### src/rtl/afa_pkg.sv
`timescale 1ns / 1ps
// ---------------------------------------------------------------------------
// afa_pkg
// Types, codes and constants shared by the attention focus arbiter files.
// ---------------------------------------------------------------------------
package afa_pkg;

	localparam int TIME_BITS  = 32;
	localparam int CFG_BITS   = 20;
	localparam int IDX_BITS   = 3;
	localparam int CMD_BITS   = 3;
	localparam int VAL_BITS   = 16;
	localparam int FOCUS_BITS = 3;
	localparam int ENG_BITS   = 10;
	localparam int FACT_BITS  = 15;
	localparam int HOLD_BITS  = 21;
	localparam int CMP_BITS   = (TIME_BITS > HOLD_BITS) ? TIME_BITS : HOLD_BITS;

	// constant division by reciprocal multiplication: dividends below 2^RIN_BITS,
	// reciprocals scaled by 2^RECIP_SHIFT and rounded up
	localparam int PROD_BITS    = 35;
	localparam int RIN_BITS     = 30;
	localparam int RECIP_BITS   = 31;
	localparam int RECIP_SHIFT  = 40;
	localparam int RPROD_BITS   = RIN_BITS + RECIP_BITS;
	localparam int EV_PRE_SHIFT = 5;
	localparam int Q_BITS       = 21;

	typedef logic [TIME_BITS-1:0] time_t;
	typedef logic [CFG_BITS-1:0]  cfg_t;
	typedef logic [HOLD_BITS-1:0] hold_t;
	typedef logic [ENG_BITS-1:0]  eng_t;

	localparam cfg_t HOLD_RST       = cfg_t'(4000);
	localparam cfg_t IDLE_RET_RST   = cfg_t'(8000);
	localparam cfg_t SCAN_INT_RST   = cfg_t'(15000);
	localparam cfg_t SCAN_EXTRA_RST = cfg_t'(15000);
	localparam cfg_t IDLE_DWELL_RST = cfg_t'(3000);
	localparam cfg_t GAP_RST        = cfg_t'(300);
	localparam cfg_t INT_HOLD_RST   = cfg_t'(1500);

	localparam eng_t ENG_RST  = eng_t'(500);
	localparam eng_t ENG_FULL = eng_t'(1000);

	// event hold factor in 1/20000 units: (0.85 + 0.45 * engagement) * 20000
	localparam logic [FACT_BITS-1:0] EV_BASE  = FACT_BITS'(17000);
	localparam logic [FACT_BITS-1:0] EV_SLOPE = FACT_BITS'(9);

	// event hold divides by 20000 = 32 * 625, scan interval by 1000
	localparam logic [RECIP_BITS-1:0] RECIP_EV   = RECIP_BITS'(1759218605);
	localparam logic [RECIP_BITS-1:0] RECIP_SCAN = RECIP_BITS'(1099511628);

	typedef enum logic [CMD_BITS-1:0] {
		CMD_TICK   = 3'd0,
		CMD_TOUCH  = 3'd1,
		CMD_VOICE  = 3'd2,
		CMD_VISION = 3'd3,
		CMD_POWER  = 3'd4,
		CMD_ENGAGE = 3'd5,
		CMD_IDLE   = 3'd6,
		CMD_NOP    = 3'd7
	} cmd_t;

	typedef enum logic [FOCUS_BITS-1:0] {
		F_IDLE     = 3'd0,
		F_TOUCH    = 3'd1,
		F_VOICE    = 3'd2,
		F_VISION   = 3'd3,
		F_POWER    = 3'd4,
		F_INTERNAL = 3'd5
	} focus_t;

	typedef enum logic [IDX_BITS-1:0] {
		REG_HOLD       = 3'd0,
		REG_IDLE_RET   = 3'd1,
		REG_SCAN_INT   = 3'd2,
		REG_SCAN_EXTRA = 3'd3,
		REG_IDLE_DWELL = 3'd4,
		REG_GAP        = 3'd5,
		REG_INT_HOLD   = 3'd6
	} cfg_idx_t;

	typedef enum logic {
		DIV_EV   = 1'b0,
		DIV_SCAN = 1'b1
	} div_sel_t;

	typedef enum logic [3:0] {
		S_IDLE,
		S_EVAL,
		S_APPLY,
		S_MUL_EV,
		S_DIV_EV_GO,
		S_DIV_EV_WAIT,
		S_MUL_SCAN,
		S_DIV_SCAN_GO,
		S_DIV_SCAN_WAIT
	} state_t;

	typedef struct packed {
		logic [CMD_BITS-1:0]  cmd;
		logic [31:0]          now_ms;
		logic [VAL_BITS-1:0]  value;
	} in_item_t;

	typedef struct packed {
		logic                  changed;
		logic [FOCUS_BITS-1:0] focus;
		logic [31:0]           change_time;
	} out_item_t;

	typedef struct packed {
		logic     capture;
		logic     eval;
		logic     apply;
		logic     dirty_clr;
		logic     fact;
		logic     mul_ev;
		logic     mul_scan;
		logic     div_start;
		div_sel_t div_sel;
		logic     ev_load;
		logic     gap_load;
	} ctrl_cmd_t;

	typedef struct packed {
		logic dirty;
		logic div_done;
	} dp_status_t;

endpackage

### src/rtl/afa_stream_if.sv
`timescale 1ns / 1ps
// ---------------------------------------------------------------------------
// afa_stream_if
// Valid/ready channel carrying one item of payload type T.
// ---------------------------------------------------------------------------
interface afa_stream_if #(parameter type T = logic) ();
	logic valid;
	logic ready;
	T     data;

	modport source(output valid, output data, input ready);
	modport sink(input valid, input data, output ready);
endinterface

### src/rtl/afa_div.sv
`timescale 1ns / 1ps
// ---------------------------------------------------------------------------
// afa_div
// Division by a constant through a registered reciprocal multiplication.
// ---------------------------------------------------------------------------
module afa_div (
	input  logic                           clk,
	input  logic                           arst_n,
	input  logic                           start,
	input  afa_pkg::div_sel_t              sel,
	input  logic [afa_pkg::PROD_BITS-1:0]  dividend,
	output logic                           done,
	output logic [afa_pkg::Q_BITS-1:0]     quotient
);
	import afa_pkg::*;

	logic                   busy_q;
	logic                   done_q;
	logic [RIN_BITS-1:0]    num_q;
	logic [RECIP_BITS-1:0]  recip_q;
	logic [RPROD_BITS-1:0]  prod_q;

	always_ff @(posedge clk or negedge arst_n) begin
		if (!arst_n) begin
			busy_q <= 1'b0;
			done_q <= 1'b0;
		end else begin
			busy_q <= start;
			done_q <= busy_q;
		end
	end

	// hold product drops its five low bits first: divide by 32, then by 625
	always_ff @(posedge clk) begin
		if (start) begin
			if (sel == DIV_EV) begin
				num_q   <= dividend[PROD_BITS-1:EV_PRE_SHIFT];
				recip_q <= RECIP_EV;
			end else begin
				num_q   <= dividend[RIN_BITS-1:0];
				recip_q <= RECIP_SCAN;
			end
		end
		if (busy_q)
			prod_q <= RPROD_BITS'(num_q) * RPROD_BITS'(recip_q);
	end

	assign done     = done_q;
	assign quotient = prod_q[RECIP_SHIFT+Q_BITS-1:RECIP_SHIFT];
endmodule

### src/rtl/afa_dp.sv
`timescale 1ns / 1ps
// ---------------------------------------------------------------------------
// afa_dp
// Datapath: settings, focus state, time compares, scaled holds, result.
// ---------------------------------------------------------------------------
module afa_dp (
	input  logic                          clk,
	input  logic                          arst_n,
	input  afa_pkg::ctrl_cmd_t            cmd,
	output afa_pkg::dp_status_t           status,
	input  afa_pkg::in_item_t             in_item,
	output afa_pkg::out_item_t            out_item,
	input  logic                          cfg_wr_en,
	input  logic [afa_pkg::IDX_BITS-1:0]  cfg_idx,
	input  logic [afa_pkg::CFG_BITS-1:0]  cfg_wdata
);
	import afa_pkg::*;

	// settings
	cfg_t hold_q, idle_ret_q, scan_int_q, scan_extra_q, idle_dwell_q, gap_q, int_hold_q;

	// focus state
	focus_t focus_q;
	time_t  deadline_q, last_change_q, last_idle_q, last_int_q, last_scan_q;
	eng_t   eng_q;
	logic   dirty_q;

	// cached scaled values
	hold_t                 ev_hold_q;
	hold_t                 scan_gap_q;
	logic [FACT_BITS-1:0]  factor_q;
	eng_t                  inv_eng_q;
	logic [PROD_BITS-1:0]  prod_q;

	// item
	logic [CMD_BITS-1:0] cmd_s1;
	time_t               now_s1;
	logic [VAL_BITS-1:0] val_s1;
	logic expired_s2, live_s2, gap_ok_s2, silent_s2, dwell_s2, scan_s2;

	// result
	logic   out_changed_q;
	focus_t out_focus_q;
	time_t  out_time_q;

	cmd_t   cmd_c;
	focus_t want;
	time_t  d_change, d_int, d_idle, d_scan;
	time_t  dl_ev, dl_idle, dl_int;
	focus_t nx_focus;
	time_t  nx_deadline, nx_last_change, nx_last_idle, nx_last_int, nx_last_scan;
	eng_t   nx_eng;
	logic   nx_changed;
	logic               div_done;
	logic [Q_BITS-1:0]  quotient;

	afa_div u_div (
		.clk      (clk),
		.arst_n   (arst_n),
		.start    (cmd.div_start),
		.sel      (cmd.div_sel),
		.dividend (prod_q),
		.done     (div_done),
		.quotient (quotient)
	);

	// settings port
	always_ff @(posedge clk or negedge arst_n) begin
		if (!arst_n) begin
			hold_q       <= HOLD_RST;
			idle_ret_q   <= IDLE_RET_RST;
			scan_int_q   <= SCAN_INT_RST;
			scan_extra_q <= SCAN_EXTRA_RST;
			idle_dwell_q <= IDLE_DWELL_RST;
			gap_q        <= GAP_RST;
			int_hold_q   <= INT_HOLD_RST;
		end else if (cfg_wr_en) begin
			unique case (cfg_idx_t'(cfg_idx))
				REG_HOLD:       hold_q       <= cfg_wdata;
				REG_IDLE_RET:   idle_ret_q   <= cfg_wdata;
				REG_SCAN_INT:   scan_int_q   <= cfg_wdata;
				REG_SCAN_EXTRA: scan_extra_q <= cfg_wdata;
				REG_IDLE_DWELL: idle_dwell_q <= cfg_wdata;
				REG_GAP:        gap_q        <= cfg_wdata;
				REG_INT_HOLD:   int_hold_q   <= cfg_wdata;
				default: ;
			endcase
		end
	end

	// time distances, all wrapping
	assign d_change = now_s1 - last_change_q;
	assign d_int    = now_s1 - last_int_q;
	assign d_idle   = now_s1 - last_idle_q;
	assign d_scan   = now_s1 - last_scan_q;
	assign dl_ev    = now_s1 + TIME_BITS'(ev_hold_q);
	assign dl_idle  = now_s1 + TIME_BITS'(idle_ret_q);
	assign dl_int   = now_s1 + TIME_BITS'(int_hold_q);

	assign cmd_c = cmd_t'(cmd_s1);
	// event codes line up with their focus codes
	assign want  = focus_t'(cmd_s1);

	always_comb begin
		nx_focus       = focus_q;
		nx_deadline    = deadline_q;
		nx_last_change = last_change_q;
		nx_last_idle   = last_idle_q;
		nx_last_int    = last_int_q;
		nx_last_scan   = last_scan_q;
		nx_eng         = eng_q;
		nx_changed     = 1'b0;
		case (cmd_c) inside
			CMD_TICK: begin
				if (expired_s2) begin
					if (gap_ok_s2) begin
						nx_focus       = F_IDLE;
						nx_deadline    = dl_idle;
						nx_last_change = now_s1;
						nx_last_idle   = now_s1;
						nx_changed     = 1'b1;
					end
				end else if (silent_s2 && focus_q == F_IDLE && dwell_s2 && scan_s2 &&
						gap_ok_s2) begin
					nx_last_scan   = now_s1;
					nx_focus       = F_INTERNAL;
					nx_deadline    = dl_int;
					nx_last_change = now_s1;
					nx_changed     = 1'b1;
				end
			end
			CMD_TOUCH, CMD_VOICE, CMD_VISION, CMD_POWER: begin
				if (cmd_c == CMD_TOUCH || cmd_c == CMD_VOICE)
					nx_last_int = now_s1;
				if (focus_q == want && live_s2) begin
					nx_deadline = dl_ev;
				end else if (!(cmd_c == CMD_VISION && focus_q != want && !gap_ok_s2)) begin
					nx_focus       = want;
					nx_deadline    = dl_ev;
					nx_last_change = now_s1;
					nx_changed     = 1'b1;
				end
			end
			CMD_ENGAGE: begin
				nx_eng = (val_s1 > VAL_BITS'(ENG_FULL)) ? ENG_FULL : ENG_BITS'(val_s1);
			end
			CMD_IDLE: begin
				if (focus_q == F_IDLE)
					nx_deadline = dl_idle;
			end
			default: ;
		endcase
	end

	// focus state and recompute flag
	always_ff @(posedge clk or negedge arst_n) begin
		if (!arst_n) begin
			focus_q       <= F_IDLE;
			deadline_q    <= TIME_BITS'(IDLE_RET_RST);
			last_change_q <= '0;
			last_idle_q   <= '0;
			last_int_q    <= '0;
			last_scan_q   <= '0;
			eng_q         <= ENG_RST;
			dirty_q       <= 1'b1;
		end else begin
			if (cmd.apply) begin
				focus_q       <= nx_focus;
				deadline_q    <= nx_deadline;
				last_change_q <= nx_last_change;
				last_idle_q   <= nx_last_idle;
				last_int_q    <= nx_last_int;
				last_scan_q   <= nx_last_scan;
				eng_q         <= nx_eng;
			end
			if (cfg_wr_en || (cmd.apply && cmd_c == CMD_ENGAGE))
				dirty_q <= 1'b1;
			else if (cmd.dirty_clr)
				dirty_q <= 1'b0;
		end
	end

	always_ff @(posedge clk) begin
		if (cmd.capture) begin
			cmd_s1 <= in_item.cmd;
			now_s1 <= TIME_BITS'(in_item.now_ms);
			val_s1 <= in_item.value;
		end
		if (cmd.eval) begin
			expired_s2 <= (focus_q != F_IDLE) && (now_s1 >= deadline_q);
			live_s2    <= now_s1 < deadline_q;
			gap_ok_s2  <= CMP_BITS'(d_change) >= CMP_BITS'(gap_q);
			silent_s2  <= CMP_BITS'(d_int) >= CMP_BITS'(idle_ret_q);
			dwell_s2   <= CMP_BITS'(d_idle) >= CMP_BITS'(idle_dwell_q);
			scan_s2    <= CMP_BITS'(d_scan) >= CMP_BITS'(scan_gap_q);
		end
		if (cmd.apply) begin
			out_changed_q <= nx_changed;
			out_focus_q   <= nx_focus;
			out_time_q    <= nx_last_change;
		end
		// scaled hold and scan interval, refreshed after reset, engagement or settings change
		if (cmd.fact) begin
			factor_q  <= EV_BASE + FACT_BITS'(eng_q) * EV_SLOPE;
			inv_eng_q <= ENG_FULL - eng_q;
		end
		if (cmd.mul_ev)
			prod_q <= PROD_BITS'(hold_q) * PROD_BITS'(factor_q);
		else if (cmd.mul_scan)
			prod_q <= PROD_BITS'(inv_eng_q) * PROD_BITS'(scan_extra_q);
		if (cmd.ev_load)
			ev_hold_q <= HOLD_BITS'(quotient);
		if (cmd.gap_load)
			scan_gap_q <= HOLD_BITS'(scan_int_q) + HOLD_BITS'(quotient);
	end

	assign status.dirty    = dirty_q;
	assign status.div_done = div_done;

	assign out_item.changed     = out_changed_q;
	assign out_item.focus       = out_focus_q;
	assign out_item.change_time = 32'(out_time_q);
endmodule

### src/rtl/afa_ctrl.sv
`timescale 1ns / 1ps
// ---------------------------------------------------------------------------
// afa_ctrl
// Sequencer: item handshake, evaluate/apply steps and hold recompute.
// ---------------------------------------------------------------------------
module afa_ctrl (
	input  logic                 clk,
	input  logic                 arst_n,
	input  logic                 in_valid,
	output logic                 in_ready,
	output logic                 out_valid,
	input  logic                 out_ready,
	input  afa_pkg::dp_status_t  status,
	output afa_pkg::ctrl_cmd_t   cmd
);
	import afa_pkg::*;

	state_t state_q, state_d;
	logic   out_valid_q;
	logic   out_free;

	assign out_free = !out_valid_q || out_ready;

	always_ff @(posedge clk or negedge arst_n) begin
		if (!arst_n)
			state_q <= S_IDLE;
		else
			state_q <= state_d;
	end

	always_comb begin
		state_d  = state_q;
		cmd      = '0;
		cmd.div_sel = DIV_EV;
		in_ready = 1'b0;
		unique case (state_q)
			S_IDLE: begin
				in_ready = !status.dirty;
				if (status.dirty) begin
					cmd.dirty_clr = 1'b1;
					cmd.fact      = 1'b1;
					state_d       = S_MUL_EV;
				end else if (in_valid) begin
					cmd.capture = 1'b1;
					state_d     = S_EVAL;
				end
			end
			S_EVAL: begin
				cmd.eval = 1'b1;
				state_d  = S_APPLY;
			end
			S_APPLY: begin
				// commit only when the result register can take the item
				if (out_free) begin
					cmd.apply = 1'b1;
					state_d   = S_IDLE;
				end
			end
			S_MUL_EV: begin
				cmd.mul_ev = 1'b1;
				state_d    = S_DIV_EV_GO;
			end
			S_DIV_EV_GO: begin
				cmd.div_start = 1'b1;
				cmd.div_sel   = DIV_EV;
				state_d       = S_DIV_EV_WAIT;
			end
			S_DIV_EV_WAIT: begin
				if (status.div_done) begin
					cmd.ev_load = 1'b1;
					state_d     = S_MUL_SCAN;
				end
			end
			S_MUL_SCAN: begin
				cmd.mul_scan = 1'b1;
				state_d      = S_DIV_SCAN_GO;
			end
			S_DIV_SCAN_GO: begin
				cmd.div_start = 1'b1;
				cmd.div_sel   = DIV_SCAN;
				state_d       = S_DIV_SCAN_WAIT;
			end
			S_DIV_SCAN_WAIT: begin
				if (status.div_done) begin
					cmd.gap_load = 1'b1;
					state_d      = S_IDLE;
				end
			end
			default: state_d = S_IDLE;
		endcase
	end

	always_ff @(posedge clk or negedge arst_n) begin
		if (!arst_n)
			out_valid_q <= 1'b0;
		else if (cmd.apply)
			out_valid_q <= 1'b1;
		else if (out_ready)
			out_valid_q <= 1'b0;
	end

	assign out_valid = out_valid_q;
endmodule

### src/rtl/attention_focus_arbiter.sv
`timescale 1ns / 1ps
// ---------------------------------------------------------------------------
// attention_focus_arbiter
// Arbitrates one attention focus from timestamped events and ticks.
// ---------------------------------------------------------------------------
// item: valid/ready input carrying cmd, now_ms and value. result: valid/ready
// output carrying changed, focus and change_time; every item gives exactly
// one result. Settings are written through cfg_wr_en/cfg_idx/cfg_wdata while
// the block has nothing in flight.
// An item is captured at the accepting edge, compared in the next cycle and
// committed once the result register can take it; no new item is accepted
// until the previous one has committed. The result sits in an output register;
// the next item is accepted and compared while it waits, and commits once the
// receiver has taken the previous result.
// The event hold and scan interval are cached: after reset, after any
// settings write and after an engagement item, two reciprocal-multiply
// divisions refresh them and item.ready stays low until both are done.
// Reset is asynchronous: focus returns to idle, settings to their defaults
// and the refresh above starts at once.
// ---------------------------------------------------------------------------
module attention_focus_arbiter (
	input  logic                          clk,
	input  logic                          arst_n,
	afa_stream_if.sink                    item,
	afa_stream_if.source                  result,
	input  logic                          cfg_wr_en,
	input  logic [afa_pkg::IDX_BITS-1:0]  cfg_idx,
	input  logic [afa_pkg::CFG_BITS-1:0]  cfg_wdata
);
	import afa_pkg::*;

	ctrl_cmd_t  cmd;
	dp_status_t status;
	in_item_t   in_item;
	out_item_t  out_item;

	assign in_item     = item.data;
	assign result.data = out_item;

	afa_ctrl u_ctrl (
		.clk       (clk),
		.arst_n    (arst_n),
		.in_valid  (item.valid),
		.in_ready  (item.ready),
		.out_valid (result.valid),
		.out_ready (result.ready),
		.status    (status),
		.cmd       (cmd)
	);

	afa_dp u_dp (
		.clk       (clk),
		.arst_n    (arst_n),
		.cmd       (cmd),
		.status    (status),
		.in_item   (in_item),
		.out_item  (out_item),
		.cfg_wr_en (cfg_wr_en),
		.cfg_idx   (cfg_idx),
		.cfg_wdata (cfg_wdata)
	);
endmodule

### src/flat_wrapper.sv
// flat-port wrapper written by rule: the top's interface ports become plain ports
module attention_focus_arbiter_flat import afa_pkg::*;
  (clk, arst_n, cfg_wr_en, cfg_idx, cfg_wdata, item_valid, item_data, item_ready, result_valid, result_data, result_ready);
  afa_stream_if #(.T(in_item_t)) item_i ();
  afa_stream_if #(.T(out_item_t)) result_i ();
  input  logic clk;
  input  logic arst_n;
  input  logic cfg_wr_en;
  input  logic [afa_pkg::IDX_BITS-1:0] cfg_idx;
  input  logic [afa_pkg::CFG_BITS-1:0] cfg_wdata;
  input wire logic [$bits(item_i.valid)-1:0] item_valid;
  input wire logic [$bits(item_i.data)-1:0] item_data;
  output wire logic [$bits(item_i.ready)-1:0] item_ready;
  output wire logic [$bits(result_i.valid)-1:0] result_valid;
  output wire logic [$bits(result_i.data)-1:0] result_data;
  input wire logic [$bits(result_i.ready)-1:0] result_ready;
  assign item_i.valid = item_valid;
  assign item_i.data = item_data;
  assign item_ready = item_i.ready;
  assign result_valid = result_i.valid;
  assign result_data = result_i.data;
  assign result_i.ready = result_ready;
  attention_focus_arbiter u_core (.clk(clk), .arst_n(arst_n), .item(item_i), .result(result_i), .cfg_wr_en(cfg_wr_en), .cfg_idx(cfg_idx), .cfg_wdata(cfg_wdata));
endmodule
### config.mk
export PLATFORM = sky130hd
export DESIGN_NAME = attention_focus_arbiter_flat
export DESIGN_NICKNAME = d
export VERILOG_FILES = /design/src/rtl/afa_pkg.sv /design/src/rtl/afa_stream_if.sv /design/src/rtl/afa_div.sv /design/src/rtl/afa_dp.sv /design/src/rtl/afa_ctrl.sv /design/src/rtl/attention_focus_arbiter.sv /design/src/flat_wrapper.sv
export SDC_FILE = /design/constraint.sdc
export NUM_CORES = 2
export LEC_CHECK = 0
export BUFFER_PORTS_ARGS = -buffer_cell sky130_fd_sc_hd__buf_2
export CAP_MARGIN = 30
export CORE_MARGIN = 4
export CORE_UTILIZATION = 45
export CTS_BUF_LIST = sky130_fd_sc_hd__clkbuf_4
export DETAILED_ROUTE_END_ITERATION = 16
export PLACE_DENSITY_LB_ADDON = 0.1
export SLEW_MARGIN = 20
export SYNTH_ARGS = -nofsm -noshare
export SYNTH_HDL_FRONTEND = slang
export SYNTH_SLANG_ARGS = --single-unit
### constraint.sdc
create_clock -name clk -period 11.4 [get_ports clk]
set_clock_uncertainty 0.2 [all_clocks]
set_input_delay 0.57 -clock clk [delete_from_list [all_inputs] [get_ports clk]]
set_output_delay 0.57 -clock clk [all_outputs]
set_load 0.02 [all_outputs]
==> impl_results.md <==
- Outcome: finished clean
- Largest net degree at the start of global routing: 88
- Gpl congestion: 0.9815
- Fin. Hold Viols: 0
- Post-Syn Area: 71490 sq um
- Slew margin rel.: 30.23%
- Fill cells: 15030
- H-tree depth: 4
- Clk sinks: 567
- Clk root buf: clkbuf_4
- Final setup vio count: 0
- DRC viols: 0
- CTS Buf Count: 161
- Clock latency on the worst-skew pair: 1.11 ns
- Post-CTS Setup Inserts: 0
- Hpwl dp: 176.0 mm
- Crit path launch type: flip-flop
- Commonest non-fill, non-tap cell in the layout: inv_1
- Drt total wl: 217.0 mm
- Synth area leader: fa_1
- Multi-input logic area: 49920 sq um
- Die X: 406.6 um
- CP Max Fanout: 22
- Crit path DAT: 10.56 ns
- Syn-to-layout area delta: 9.372%
- Initial drt markers: 3691
- CP Capture Type: flip-flop
- Actual slew at the worst max-slew pin: 1.036 ns
- Worst path required time: 11.96 ns
- Final layout net count: 9574
- EDFF count, synth: 246
- Num ports: 117
- Ys Warns: 0
- Initial antenna violation count: 9
- Dominant cells by area after synthesis: fa_1 (26%), ha_1 (16%), edfxtp_1 (10%)
- Share of post-route cells with drive strength above 1: 9.480%
- Synthesized Nets: 9288
- Vias/cell: 5.373
- Max-slew violations: 0
- Core ar.: 158200 sq um
- Ys async rst share: 56.61%
- Port Buffers: 116
- Max-capacitance violation count: 0
- CTS tree: yes
- Syn Area/Cell: 9.683 sq um
- Vias in the first global route: 54920
- Min Tclk post-route: 10.00 ns
- RSZ-0062 raised after global routing: false
- Seq/Total Area, Yosys: 21.67%
- Type of the worst setup path: reg2reg
- First-pass GRT wire length: 336.5 mm
- Clock Path Buffers: 3
- Die area: 165300 sq um
- Min-Delay Path Class: reg2reg
- FMAX: 0.09996 GHz
- Die H: 406.6 um
- Yosys reg bits: 567
- Row count: 146
- Initial core utilization: 45.19%
- Yosys top cell area share: 25.85%
- Clock transition at path regs: 0.07 ns
- Grt total ovfl: 0
- FF+latch area: 15490 sq um
- Post-Syn Instances: 7383
- Synth unique cells: 90
- Routed wire length per instance: 21.94 um
- Synth Flop Type: dfrtp_1
- Total number of vias: 53140
- GRT Resource Usage Total: 26.94%
- Period utilization: 87.75%
- Post-route setup TNS: 0 ns
- Antenna Violating Nets Remaining: 0
- DRT Pass-1 Iters: 6
- Commonest cells after routing, fill and taps aside: inv_1 (1431), fa_1 (923), ha_1 (903)
-- final cells by class --
cell class	instances	share of cell area (%)
clock buffer	243	2.333
inverter	1433	6.882
multi-input combinational	5176	63.85
timing repair buffer	330	3.388
antenna	12	0.03840
clock inverter	57	0.3840
sequential	567	19.81
tap	2072	3.316
-- cell usage after synthesis (153+ instances only) --
master	count
clkbuf_1	199
a21o_1	153
nor2_1	251
nand2_1	764
inv_1	1431
and2_1	256
fa_1	923
o21ai_0	347
edfxtp_1	246
xnor2_1	173
mux2_2	168
dfrtp_1	264
a21oi_1	280
ha_1	903
-- state kept, by name, indices dropped and copies added (netlist names), 21 cells and up --
register	flops
u_core.u_dp.scan_gap_q	21
u_core.u_dp.u_div.prod_q	21
u_core.u_dp.u_div.num_q	30
u_core.u_dp.last_change_q	32
u_core.u_dp.ev_hold_q	21
u_core.u_dp.deadline_q	32
u_core.u_dp.out_time_q	32
u_core.u_dp.last_idle_q	32
u_core.u_dp.prod_q	35
u_core.u_dp.now_s1	32
u_core.u_dp.last_int_q	32
u_core.u_dp.last_scan_q	32
-- metal layers --
layer / share of wire [%] / vias to the layer above / track usage (%) / wire [um]
li1: - / 24800 / - / -
met1: 48 / 26610 / 40.94 / 104800
met2: 42 / 1502 / 39.12 / 91120
met3: 7.7 / 230 / 5.925 / 16670
met4: 2.0 / 2 / 6.037 / 4313
met5: 0.046 / - / 0.4460 / 99
-- final timing paths --
path / slack, ns / depth (start not counted) / end / from
min in group asynchronous: 0.54 / 3 / u_core.u_dp.idle_dwell_q[11] / arst_n
max reg2reg: 1.40 / 25 / u_core.u_dp.u_div.prod_q[58] / u_core.u_dp.u_div.recip_q[27]
min: 0.28 / 2 / u_core.u_dp.deadline_q[19] / u_core.u_dp.deadline_q[19]
min reg2reg: 0.28 / 2 / u_core.u_dp.deadline_q[19] / u_core.u_dp.deadline_q[19]
max in group asynchronous: 8.86 / 5 / u_core.u_dp.hold_q[18] / arst_n
max: 1.40 / 25 / u_core.u_dp.u_div.prod_q[58] / u_core.u_dp.u_div.recip_q[27]
-- critical path, cell delays in order, from the launching register on --
cell and delay, ns:
edfxtp_1 0.98, nand2_1 0.39, xnor2_1 0.53, ha_1 0.36
fa_1 0.54, inv_1 0.08, fa_1 0.47, fa_1 0.55
inv_1 0.05, fa_1 0.55, fa_1 0.43, fa_1 0.49
inv_1 0.05, fa_1 0.47, inv_1 0.05, ha_1 0.31
nand3_1 0.10, or3_1 0.41, a2111o_1 0.36, a21oi_1 0.48
a22oi_1 0.15, a31oi_1 0.75, o31ai_1 0.26, o31ai_1 0.40
a21oi_1 0.14, xnor2_1 0.14
-- metrics by stage --
| stage | hold WS, ns | setup slack (ns) | utilization, % | area (sq um) | instances |
|---|---|---|---|---|---|
| after detailed placement | 0.2634 | 1.467 | 47.16 | 74600 | 9440 |
| after global routing | 0.2581 | 0.9285 | 49.41 | 78170 | 9881 |
| final | 0.2776 | 1.396 | 49.43 | 78190 | 9890 |
| after CTS | 0.1340 | 1.385 | 49.36 | 78090 | 9874 |
| after global placement | 0.2633 | 1.579 | 47.10 | 74520 | 9436 |
| after floorplan | 0.07441 | 3.150 | - | 71490 | 7383 |
-- kinds of logic (layout without fill, tap and decap cells) --
kind of cell	after synthesis	in the layout	synth area share, %
fa+ha+maj	1826	1826	41.65
flops	567	567	21.67
buf+inv	1640	2063	8.618
mux	182	182	2.842
other cells	0	12	0
compound gates	1203	1203	10.67
simple gates	1689	1689	11.17
xor+xnor	276	276	3.381
-- repair_timing --
item,CTS,global route
hold endpoints to repair,296,0
gates resized for setup,0,0
hold buffers,134,0
Power is not shown: default switching activity piles up to over one toggle a cycle in this logic, so the estimate is an artifact.
